===== config.mk =====
export PLATFORM = sky130hd
export DESIGN_NAME = pt_way_match
export DESIGN_NICKNAME = d
export VERILOG_FILES = /design/src/hw/rtl/pt_pkg.sv /design/src/hw/rtl/pt_way_match.sv
export SDC_FILE = /design/constraint.sdc
export NUM_CORES = 1
export LEC_CHECK = 0
export BUFFER_PORTS_ARGS = -buffer_cell sky130_fd_sc_hd__buf_2
export CAP_MARGIN = 20
export CORE_AREA = 3 3 124 126
export DETAILED_ROUTE_END_ITERATION = 6
export DIE_AREA = 0 0 127 129
export GPL_TIMING_DRIVEN = 0
export MAX_ROUTING_LAYER = met4
export PLACE_DENSITY = 0.6
export SYNTH_ARGS = -nofsm -noshare
export SYNTH_HDL_FRONTEND = slang
export SYNTH_SLANG_ARGS = --single-unit

===== constraint.sdc =====
create_clock -name vclk -period 6.4
set_clock_uncertainty 0.15 [all_clocks]
set_input_delay 0.32 -clock vclk [all_inputs]
set_output_delay 0.32 -clock vclk [all_outputs]
set_load 0.02 [all_outputs]

===== src/hw/rtl/pt_pkg.sv =====
// Package for the pid trust table: geometry constants, action and trust codes,
// and the way, row, request and result types.
// No dependencies; pt_way_match and pid_trust_table import it.
`timescale 1ns / 1ps

package pt_pkg;

    // Table geometry; the bucket count is a power of two so the bucket is the low pid bits
    localparam int BUCKET_COUNT    = 256;
    localparam int WAYS_PER_BUCKET = 4;
    localparam int BUCKET_BITS     = $clog2(BUCKET_COUNT);
    localparam int KEY_W           = 32;
    localparam int TRUST_W         = 2;

    // Item actions
    typedef enum logic [1:0] {
        ACT_ADD    = 2'd0,
        ACT_SET    = 2'd1,
        ACT_REMOVE = 2'd2,
        ACT_QUERY  = 2'd3
    } t_action;

    // Trust codes
    localparam logic [TRUST_W-1:0] ST_UNKNOWN = 2'd0;
    localparam logic [TRUST_W-1:0] ST_ALLOWED = 2'd1;
    localparam logic [TRUST_W-1:0] ST_DENIED  = 2'd2;

    // One way of a bucket row
    typedef struct packed {
        logic               valid;
        logic [KEY_W-1:0]   key;
        logic [TRUST_W-1:0] trust;
    } t_way;

    typedef t_way [WAYS_PER_BUCKET-1:0] t_row;

    localparam int ROW_W = $bits(t_row);

    // Held request of the item in flight
    typedef struct packed {
        t_action            action;
        logic [KEY_W-1:0]   pid;
        logic [TRUST_W-1:0] new_state;
    } t_req;

    // Result item, packed lowest field last: found sits in bit 0
    typedef struct packed {
        logic               bucket_full;
        logic               trusted;
        logic [TRUST_W-1:0] stored_state;
        logic               found;
    } t_result;

endpackage


===== src/hw/rtl/pt_way_match.sv =====
// Bucket row update: compares all ways against the pid, picks the hit or the
// first free way, and builds the write-back row and the result item.
// Depends on pt_pkg.
`timescale 1ns / 1ps

module pt_way_match (
    input  pt_pkg::t_row    i_row,
    input  pt_pkg::t_req    i_req,
    input  logic            i_enf,
    output pt_pkg::t_row    o_row,
    output pt_pkg::t_result o_res
);

    import pt_pkg::*;

    logic [WAYS_PER_BUCKET-1:0] hit_raw;
    logic [WAYS_PER_BUCKET-1:0] hit_sel;
    logic [WAYS_PER_BUCKET-1:0] free_sel;
    logic                       any_hit;
    logic                       any_free;
    logic                       seen_free;
    logic [TRUST_W-1:0]         ns_sat;
    logic [TRUST_W-1:0]         set_st;
    logic [TRUST_W-1:0]         hit_trust;

    // Per-way compare, then first-hit and first-free priority picks
    always_comb begin
        any_hit   = 1'b0;
        seen_free = 1'b0;
        hit_trust = ST_UNKNOWN;
        for (int w = 0; w < WAYS_PER_BUCKET; w++) begin
            hit_raw[w]  = i_row[w].valid && (i_row[w].key == i_req.pid);
            hit_sel[w]  = hit_raw[w] && !any_hit;
            free_sel[w] = !i_row[w].valid && !seen_free;
            if (hit_sel[w]) begin
                hit_trust = i_row[w].trust;
            end
            any_hit   = any_hit || hit_raw[w];
            seen_free = seen_free || !i_row[w].valid;
        end
        any_free = seen_free;
    end

    // Code three has no meaning and saturates to denied
    assign ns_sat = (i_req.new_state > ST_DENIED) ? ST_DENIED : i_req.new_state;
    assign set_st = (i_req.action == ACT_ADD) ? ST_UNKNOWN : ns_sat;

    // Row write-back and result
    always_comb begin
        o_row = i_row;
        o_res = '0;
        o_res.found = any_hit;
        unique case (i_req.action) inside
            ACT_ADD, ACT_SET: begin
                if (any_hit) begin
                    for (int w = 0; w < WAYS_PER_BUCKET; w++) begin
                        if (hit_sel[w]) begin
                            o_row[w].trust = set_st;
                        end
                    end
                    o_res.stored_state = set_st;
                end else if (any_free) begin
                    for (int w = 0; w < WAYS_PER_BUCKET; w++) begin
                        if (free_sel[w]) begin
                            o_row[w].valid = 1'b1;
                            o_row[w].key   = i_req.pid;
                            o_row[w].trust = set_st;
                        end
                    end
                    o_res.stored_state = set_st;
                end else begin
                    o_res.bucket_full = 1'b1;
                end
            end
            ACT_REMOVE: begin
                for (int w = 0; w < WAYS_PER_BUCKET; w++) begin
                    if (hit_sel[w]) begin
                        o_row[w].valid = 1'b0;
                    end
                end
            end
            ACT_QUERY: begin
                o_res.stored_state = any_hit ? hit_trust : ST_UNKNOWN;
                o_res.trusted      = !i_enf || (any_hit && hit_trust == ST_ALLOWED);
            end
            default: begin
                o_row = i_row;
            end
        endcase
    end

endmodule


==> run summary <==
Status -> finished, final reports clean
Count of final setup violators -> 0
Final slew viol count -> 0
DR vias -> 4292
WS Path Type -> input port to primary output
YS warnings -> 0
Core Util, Final -> 0.3798
HP Class -> input port to primary output
Crit. End Element -> primary output
Seq/Total Area, Yosys -> 0
DRT iter0 DRCs -> 157
Vias in the first global route -> 4324
Crit-path cells -> buf_4 -> xor2_1 -> nor4_1 -> nand4_1 -> or4_4 -> and4_4 -> nand4_2 -> buf_4 -> mux2_2 -> buf_2
I/O Buffers -> 289
GR Util All Layers -> 0.2246
Non-Filler Instances -> 890
Min Tclk post-route -> 3799 ps
Setup TNS -> 0 ps
Post-route clock period utilization -> 0.5936
P&R area growth vs syn -> 44.20%
Num sequential -> 0
Critical Path Source Type -> input port
Nets -> 884
Initial Util -> 0.2634
Largest net degree at the start of global routing -> 11
Initial antenna violation count -> 1
FMAX -> 263.2 MHz
Post-DR vias/cell -> 4.822
Post-Place Setup Slack -> 2563 ps
Critical path arrival -> 3330 ps
Global-route congestion overflow total -> 0
Die Y -> 129 µm
GPL Wtd Cong -> 0.9608
# hold bufs at CTS -> 0
Worst vdd ir -> 0.00005754 V
Slew margin rel. -> 0.5461
Final hold slack -> 849.8 ps
Share of layout cells above drive strength 1 -> 0.6809
Hold path start -> i_row[36]
Hold Path End -> o_row[36]
Wire per inst -> 21.78 µm
Setup ws final -> 2601 ps
Netlist cell types -> 46
Core Rows -> 44
Drt drc -> 0
Setup bufs post-CTS -> 0
CP peak stage delay -> 630 ps
I/O Pins -> 322
Critical Path Fanout Max -> 10
Die area -> 16380 µm²
Syn Nets -> 593
Final Hold Fails -> 0
Critical Path RT -> 5930 ps
Post-DP HPWL -> 16.86 mm
P_leak -> 2.649 nW
Worst-Margin Slew -> 675.2 ps
Crit path top cell by count -> buf_4
Reg area -> 0 µm²
Power density of the placed cells -> 82.28 nW/µm²
Worst path slowest cell -> or4_4
Final WL -> 19.39 mm
Hold path depth -> 3
Mapped cell area -> 3799 µm²
Post-route ant nets -> 0
Max Cap Violations -> 0
Core ar. -> 14420 µm²
Clkbuf count -> 0
CTS resizes -> 0
Syn Inst Count -> 416
First-pass GRT wire length -> 27.03 mm
RSZ-0062 raised after global routing -> false
Bufs and invs on worst path -> 3
Die X -> 127 µm
Largest delay share family, worst path -> simple AND/OR/NAND/NOR gates
DRT Pass-1 Iters -> 4
Avg Cell Area, Syn -> 9.131 µm²
DP Cell Count -> 889
[how the worst max path moves through the flow]
stage | from | endpoint | slack, ps | cells after the start
finish | i_req[16] | o_row[96] | 2600 | 10
global route | i_req[26] | o_row[96] | 2380 | 10
CTS | i_req[16] | o_row[101] | 2550 | 10
detailed placement | i_req[16] | o_row[101] | 2560 | 10
global placement | i_req[2] | o_row[96] | 2580 | 10
floorplan | i_req[7] | o_res[3] | 3280 | 9
[power by group]
| group | leakage [nW] | total [mW] | internal [mW] | switching (mW) |
|---|---|---|---|---|
| Sequential | 0 | 0 | 0 | 0 |
| Clock | 0.00000634 | 0.0000000209 | 0.0000000209 | 0 |
| Combinational | 2.65 | 0.451 | 0.197 | 0.254 |
| Total | 2.65 | 0.451 | 0.197 | 0.254 |
[tightest hold or removal path: stages]
cell	delay [ps]
buf_2	90
mux2_1	120
buf_2	150
[per-stage QoR]
step | instance area [µm²] | total power, mW
after global routing | 5478 | 0.4807
after CTS | 5475 | 0.4538
after global placement | 5475 | 0.4512
after detailed placement | 5475 | 0.4516
final | 5478 | 0.4507
after floorplan | 3799 | 0.2785
[layout make-up]
type                       instances  area, µm²
antenna                            1      2.502
buffer                            48      362.8
fill                            1569       8946
inverter                           4      20.02
multi-input combinational        364       3416
tap                              184      230.2
timing repair buffer             289       1446
[synthesized netlist by cell type, types with 4 or more instances]
cell	n	area [µm²]
mux2_2	103	1160
xnor2_1	67	586.8
xor2_1	61	534.3
mux2_4	30	450.4
buf_2	25	125.1
nand4_1	21	131.4
nor4_1	16	100.1
buf_4	11	82.58
nor2_1	7	26.28
buf_6	6	67.56
nand2_1	6	22.52
nand3_1	6	30.03
o21ai_0	5	25.02
buf_12	4	80.08
[cell usage in the layout, fill, tap and decap left out, types with 4 or more instances in the layout]
cell and count:
buf_12 4, buf_2 314, buf_4 11, buf_6 6
mux2_2 103, mux2_4 30, nand2_1 6, nand3_1 6
nand4_1 21, nor2_1 7, nor4_1 16, o21ai_0 5
xnor2_1 67, xor2_1 61
[per-layer routing]
| metal | vias to the layer above | GRT usage | part of all wire |
|---|---|---|---|
| met5 | - | - | 0 |
| met4 | 0 | 0.02397 | 0.011 |
| met3 | 12 | 0.02947 | 0.067 |
| met2 | 215 | 0.3969 | 0.49 |
| met1 | 1996 | 0.2827 | 0.43 |
| li1 | 2069 | - | - |
[cell families after synthesis]
logic type	synth area share
AO/OA/AOI/OAI	0.03788
XOR/XNOR	0.2951
buffers and inverters	0.1008
multiplexers	0.4328
AND/OR/NAND/NOR	0.1334
No activity file was read; power rests on OpenSTA's default activity.
