<file path="src/hw/rtl/pt_ram.sv">
// Generic simple dual-port RAM: one write port, one read port, registered read.
// No dependencies.
`timescale 1ns / 1ps

module pt_ram #(
    parameter int WIDTH = 8,
    parameter int DEPTH = 16
) (
    input  logic                     i_clk,
    input  logic                     i_we,
    input  logic [$clog2(DEPTH)-1:0] i_waddr,
    input  logic [WIDTH-1:0]         i_wdata,
    input  logic                     i_re,
    input  logic [$clog2(DEPTH)-1:0] i_raddr,
    output logic [WIDTH-1:0]         o_rdata
);

    logic [WIDTH-1:0] r_mem [DEPTH];
    logic [WIDTH-1:0] r_rdata;

    always_ff @(posedge i_clk) begin
        if (i_we) begin
            r_mem[i_waddr] <= i_wdata;
        end
        if (i_re) begin
            r_rdata <= r_mem[i_raddr];
        end
    end

    assign o_rdata = r_rdata;

endmodule

</file>
<file path="config.mk">
export PLATFORM = sky130hd
export DESIGN_NAME = pt_ram
export DESIGN_NICKNAME = d
export VERILOG_FILES = /design/src/hw/rtl/pt_ram.sv
export SDC_FILE = /design/constraint.sdc
export NUM_CORES = 1
export LEC_CHECK = 0
export ABC_CLOCK_PERIOD_IN_PS = 2850
export BUFFER_PORTS_ARGS = -buffer_cell sky130_fd_sc_hd__buf_2
export CAP_MARGIN = 25
export CELL_PAD_IN_SITES_DETAIL_PLACEMENT = 0
export CELL_PAD_IN_SITES_GLOBAL_PLACEMENT = 1
export CORE_MARGIN = 4
export CORE_UTILIZATION = 38
export CTS_CLUSTER_SIZE = 24
export DETAILED_ROUTE_END_ITERATION = 6
export GPL_TIMING_DRIVEN = 0
export PLACE_DENSITY_LB_ADDON = 0.1
export SLEW_MARGIN = 20
export SYNTH_ARGS = -nofsm -noshare
export SYNTH_HDL_FRONTEND = slang
export SYNTH_SLANG_ARGS = --single-unit
</file>
<file path="constraint.sdc">
create_clock -name i_clk -period 2.85 [get_ports i_clk]
set_input_delay 0.285 -clock i_clk [delete_from_list [all_inputs] [get_ports i_clk]]
set_output_delay 0.285 -clock i_clk [all_outputs]
set_load 0.01 [all_outputs]
</file>
==> qor.yml, run 1 <==
timing:
  whs_ns: 0.208
  slew_headroom: 0.425
  rsz0062_at_grt: "no"
  hold_viol_final: 0
  slew_viol_final: 0
  min_period_ns: 1.60
  post-route-period-util: 0.563
  fin_tns_setup_ns: 0
  finalSetupViolations: 0
  tightest_slew_ns: 0.860
  max_freq_ghz: 0.623
  finClkSkew_ns: 0.0134
grt:
  grt_pass1_wl_um: 16000
  grt_use_met3: 0.0324
  busiest_layer: "met2"
  grt-ovfl-total: 0
  grt_util_all_layers: 0.143
  grt_max_degree: 17
  met2_usage: 0.214
  met1_usage: 0.206
  antenna_found_initial: 0
  grt_pass1_vias: 2519
die:
  row_count: 42
  dieHeight_um: 125
  die_w_um: 125
  dieArea_um2: 15700
  coreArea_um2: 13300
  initial_core_util: 0.392
  io_pins: 27
yosys:
  yosys_warnings: 0
  syn-num-nets: 248
  synth_most_common_cell: "edfxtp_1"
  ys_async_sr_fraction: 0
  yosys-top-cells-count: "136 x edfxtp_1, 18 x mux4_2, 16 x a22oi_1, 14 x mux4_1, 13 x nor2_1"
  ys.flop_type: "edfxtp_1"
  ys_ff_latch: 136
  synth_cells: 229
  synth_area_leaders: "edfxtp_1 78%, mux4_2 7.8%, mux4_1 7.0%, a22oi_1 2.3%, nor2_1 0.93%"
  synth_cell_type_count: 18
  syn-cell-area_um2: 5230
  synth_top_area_frac: 0.781
  syn_area_per_cell_um2: 22.8
  yosys.area.top_type: "edfxtp_1"
  ys_seq_area_frac: 0.781
  synth_edf_count: 136
placed_design:
  port-buffer-count: 25
  post-place-cells: 430
  post-dp-hpwl_um: 6680
  place_area_um2: 5590
  place_congestion: 0.642
worst_setup_path:
  endpoint_kind: "register"
  worstPathArrival_ns: 1.75
  crit_fanout: 1
  worst_path_max_delay_cell: "mux4_1"
  r2r_slack_ns: 1.25
  crit_path_max_incr_delay_ns: 0.56
  crit_type: "reg2reg"
  worst_ep_required_time_ns: 2.99
  startpoint_type: "register"
  crit_chain: "mux4_1 -> a22oi_1 -> nand2_1"
  reg2reg_depth: 3
finish:
  final_nets: 292
  insertedDiodeCount: 0
  multi_input_area_um2: 1080
  syn2layout_area_growth_pct: 19.0
  seqCellArea_um2: 4080
  fin_area_um2: 6220
  fin_cells: 462
  fill_cells: 1162
  drive_gt1_frac: 0.315
routing:
  vias_per_cell: 5.11
  drt_wl_total_um: 10500
  antenna_left: 0
  dr_total_vias: 2359
  drt-initial-drc-count: 201
  wl_per_cell_um: 22.7
  drc: 0
  drt_pre_antenna_iters: 4
clock_tree:
  clockBufferDepth: 2
  clkSinkCount: 136
  cts_resized: 0
  cts_setup_buffers: 0
  cts_buffers: 17
  clkLatencyLatePin_ns: 0.42
  cts_tree: "yes"
  h-tree-depth: 4
  cts-hold-fix-buffers: 0
  clk_pin_slew_ns: 0.06
  ctsRootBufferMaster: "clkbuf_16"
pwr:
  p_total_mw: 4.78
  p_leak_nw: 2.06
  p_per_area_nw_per_um2: 768
  vdd_ir_drop_max_uv: 356
outcome:
  status: "finished clean"
min_path:
  holdPathStages: 1
  hp-class: "in2reg"
flow_run:
  maxCapViolations: 0
stage by stage:
stage	setup WS [ns]	util
2_1_floorplan	1.07	-
3_3_place_gp	0.415	0.418
3_5_place_dp	0.808	0.419
4_1_cts	1.23	0.466
5_1_grt	1.18	0.466
6_report	1.25	0.466
registers in the layout, summed over array words and instances, names as in the netlist:
signal   count
o_rdata      8
r_mem      128
worst paths after layout:
path                           from                    to
min reg2reg  r_mem[11][2]$_DFFE_PP_  o_rdata[2]$_DFFE_PP_
max reg2reg   r_mem[5][0]$_DFFE_PP_  o_rdata[0]$_DFFE_PP_
min                            i_re  o_rdata[7]$_DFFE_PP_
max           r_mem[5][0]$_DFFE_PP_  o_rdata[0]$_DFFE_PP_
cell type report:
class,instances,area share
flip-flops and latches,136,0.657
plain buffers,10,0.0139
clock inverters,15,0.0324
multi-input cells,83,0.173
repair buffers,25,0.0201
clock buffers,17,0.0684
well taps,176,0.0354
per-layer routing:
| metal | up-vias | wire length (um) |
|---|---|---|
| li1 | 1067 | - |
| met1 | 1235 | 5030 |
| met2 | 45 | 4980 |
| met3 | 12 | 351 |
| met4 | 0 | 144 |
| met5 | - | 0 |
report_power, final:
| part | switching [mW] | internal (mW) | total [mW] |
|---|---|---|---|
| Clock | 0.829 | 1.47 | 2.30 |
| Sequential | 0.00855 | 2.25 | 2.26 |
| Combinational | 0.133 | 0.0871 | 0.220 |
layout by cell type, fill, tap and decap left out:
master	instances
buf_4	1
bufinv_16	4
or3b_2	1
mux4_2	18
and2_1	1
clkinv_2	3
nor2_1	13
clkinv_4	3
a22oi_1	16
nand2b_1	2
nand2_1	9
edfxtp_1	136
clkbuf_16	17
nand3b_1	2
clkinvlp_4	3
clkdlybuf4s25_2	3
buf_6	3
mux4_1	14
nor3_2	4
nand3_1	1
nor2b_1	1
inv_6	2
and2b_1	1
buf_2	28
cells by family after synthesis:
logic type | count (synthesis) | share of synthesized area
DFF | 136 | 0.781
and+or+nand+nor | 35 | 0.0314
muxes | 32 | 0.148
AOI/OAI and AO/OA | 16 | 0.0230
buffers and inverters | 10 | 0.0165
critical path: cells and delay by family, from the launching register on:
kind,cells,cell delay (ns)
and+or+nand+nor,1,0.13
DFF,1,0.34
AOI/OAI and AO/OA,1,0.30
muxes,1,0.56
No activity file was read; power rests on OpenSTA's default activity.
==> inputs of run 2 (changes only) <==
--- a/config.mk
+++ b/config.mk
@@ -5,7 +5,7 @@
 export SDC_FILE = /design/constraint.sdc
 export NUM_CORES = 1
 export LEC_CHECK = 0
-export ABC_CLOCK_PERIOD_IN_PS = 2850
+export ABC_CLOCK_PERIOD_IN_PS = 1400
 export BUFFER_PORTS_ARGS = -buffer_cell sky130_fd_sc_hd__buf_2
 export CAP_MARGIN = 25
 export CELL_PAD_IN_SITES_DETAIL_PLACEMENT = 0
==> constraint.sdc (replaced) <==
create_clock -name i_clk -period 1.4 [get_ports i_clk]
set_input_delay 0.14 -clock i_clk [delete_from_list [all_inputs] [get_ports i_clk]]
set_output_delay 0.14 -clock i_clk [all_outputs]
set_load 0.01 [all_outputs]
==> run 2 against run 1 <==
Compared with the run above: combinational power rose by 110%; cell count did not move; fmax rose by 11%; routed wire length fell by 0.38%; via count fell by 1.3%; final area rose by 1.4%; sequential share of layout area fell by 0.91 points; total power rose by 110%; count of clock-buffer cells in the layout rose by 1; register-to-register slack got worse by 1.3 ns; the run now ends with negative setup slack left; die area did not move; clock skew fell by 0.0096 ns.
==> qor.yml, run 2 (synthesized netlist as in run 1, its figures left out) <==
outcome:
  status: "finished with violations"
  violations: "negative setup slack"
finish:
  syn2layout_area_growth_pct: 20.7
  fin_area_um2: 6310  # +1.4%
  largest_reg_flops: 128  # unchanged
  layout_commonest_cell: "edfxtp_1"
  insertedDiodeCount: 0  # unchanged
  drive_gt1_frac: 0.378  # +0.0629
  final_nets: 292  # unchanged
  final_cell_mix: "136 x edfxtp_1, 28 x buf_2, 27 x mux4_2"
  regMostFlops: "r_mem"
worst_setup_path:
  crit_type: "reg2reg"
  crit_chain: "mux4_2 -> a22oi_2 -> nand2_1"
  worstPathArrival_ns: 1.59  # -0.16 ns
  endpoint_kind: "register"
  startpoint_type: "register"
  worst_path_max_delay_cell: "mux4_2"
  worst_ep_required_time_ns: 1.55  # -1.44 ns
  crit_fanout: 1  # unchanged
  path_delay_family: "multiplexers"
  cp_num_buf_inv: 0  # unchanged
  crit_path_max_incr_delay_ns: 0.51  # -0.05 ns
timing:
  tightest_slew_ns: 0.890  # +0.0307 ns
  min_period_ns: 1.44  # -0.163 ns
  finalSetupViolations: 4  # +4
  hold_viol_final: 0  # unchanged
  finClkSkew_ns: 0.00375  # -0.00961 ns
  slew_viol_final: 0  # unchanged
  fin_tns_setup_ns: -0.0751  # -0.0751 ns
  whs_ns: 0.0692  # -0.139 ns
  slew_headroom: 0.404  # -0.0205
  worst_slack_ns: -0.0413  # -1.29 ns
  post-route-period-util: 1.03  # +0.467
  max_freq_ghz: 0.694  # +11%
  rsz0062_at_grt: "yes"
clock_tree:
  cts_tree: "yes"
  clkLatencyLatePin_ns: 0.40  # -0.02 ns
  clockBufferDepth: 2  # unchanged
  cts_buffers: 17  # unchanged
  h-tree-depth: 4  # unchanged
  clkSinkCount: 136  # unchanged
  ctsRootBufferMaster: "clkbuf_16"
  clk_pin_slew_ns: 0.06  # about the same
  cts-hold-fix-buffers: 0  # unchanged
grt:
  antenna_found_initial: 0  # unchanged
  grt-ovfl-total: 0  # unchanged
  grt_pass1_wl_um: 15500  # -3.2%
  grt_pass1_vias: 2442  # -3.1%
  grt_max_degree: 17  # unchanged
  grt_util_all_layers: 0.140  # -0.00309
pwr:
  vdd_ir_drop_max_uv: 726  # +100%
  p_leak_nw: 2.06  # unchanged
  p_per_area_nw_per_um2: 1610  # +110%
  p_total_mw: 10.2  # +110%
routing:
  dr_total_vias: 2329  # -1.3%
  drt-initial-drc-count: 145  # -28%
  drc: 0  # unchanged
  wl_per_cell_um: 22.6  # -0.38%
  antenna_left: 0  # unchanged
  drt_wl_total_um: 10500  # -0.38%
  drt_pre_antenna_iters: 4  # unchanged
  vias_per_cell: 5.04  # -1.3%
placed_design:
  place_area_um2: 5600  # +0.13%
  post-dp-hpwl_um: 6680  # about the same
  port-buffer-count: 25  # unchanged
  place_congestion: 0.675  # +5.1%
die:
  initial_core_util: 0.392  # unchanged
  dieArea_um2: 15700  # unchanged
  coreArea_um2: 13300  # unchanged
  row_count: 42  # unchanged
  io_pins: 27  # unchanged
  dieHeight_um: 125  # unchanged
  die_w_um: 125  # unchanged
flow_run:
  maxCapViolations: 0  # unchanged
min_path:
  hp-class: "in2reg"
[run 2: changes by cell type in the layout (fill, tap and decap cells not counted), sizes merged]
cell,previous run,this run
bufinv,4,7
clkbuf,17,18
clkinvlp,3,1
inv,2,0
[run 2: worst paths after layout]
kind	start	to	slack [ns]	cells past startpoint
setup / recovery	r_mem[4][7]$_DFFE_PP_	o_rdata[7]$_DFFE_PP_	-0.04	3
setup reg to reg	r_mem[4][7]$_DFFE_PP_	o_rdata[7]$_DFFE_PP_	-0.04	3
hold reg to reg	r_mem[11][4]$_DFFE_PP_	o_rdata[4]$_DFFE_PP_	0.77	3
hold / removal	i_re	o_rdata[3]$_DFFE_PP_	0.07	1
[run 2: what timing repair did]
item / 4_1_cts / 5_1_grt
buffers inserted: 0 / 0
endpoints found under the setup margin: 24 / 16
pin swaps: 7 / 1
gates resized for setup: 18 / 4
[run 2: routing by layer]
layer  global-route usage  vias up  share of wire
li1                     -     1065              -
met1                0.198     1203           0.47
met2                0.208       51           0.48
met3               0.0426       10          0.041
met4               0.0497        0         0.0091
met5                    0        -              0
[run 2: where the power goes]
| part | leakage (nW) | internal, mW | switching (mW) | total (mW) |
|---|---|---|---|---|
| Sequential | 1.24 | 4.59 | 0.0187 | 4.61 |
| Clock | 0.329 | 3.50 | 1.59 | 5.09 |
| Combinational | 0.493 | 0.191 | 0.281 | 0.472 |
[run 2: through the flow]
stage	setup slack (ns)	std cells	util
global route	-0.112	462	0.473
finish	-0.0413	462	0.473
CTS	-0.0635	462	0.471
floorplan	-0.0160	229	-
detailed placement	-0.467	430	0.420
global placement	-0.635	430	0.418
[run 2: area by class of cell]
cell class	count	area, um^2
Clock inverter	14	253
Sequential cell	136	4080
Timing Repair Buffer	25	125
Tap cell	176	220
Clock buffer	18	429
Fill cell	1132	7040
Multi-Input combinational cell	83	1100
Buffer	10	93.8
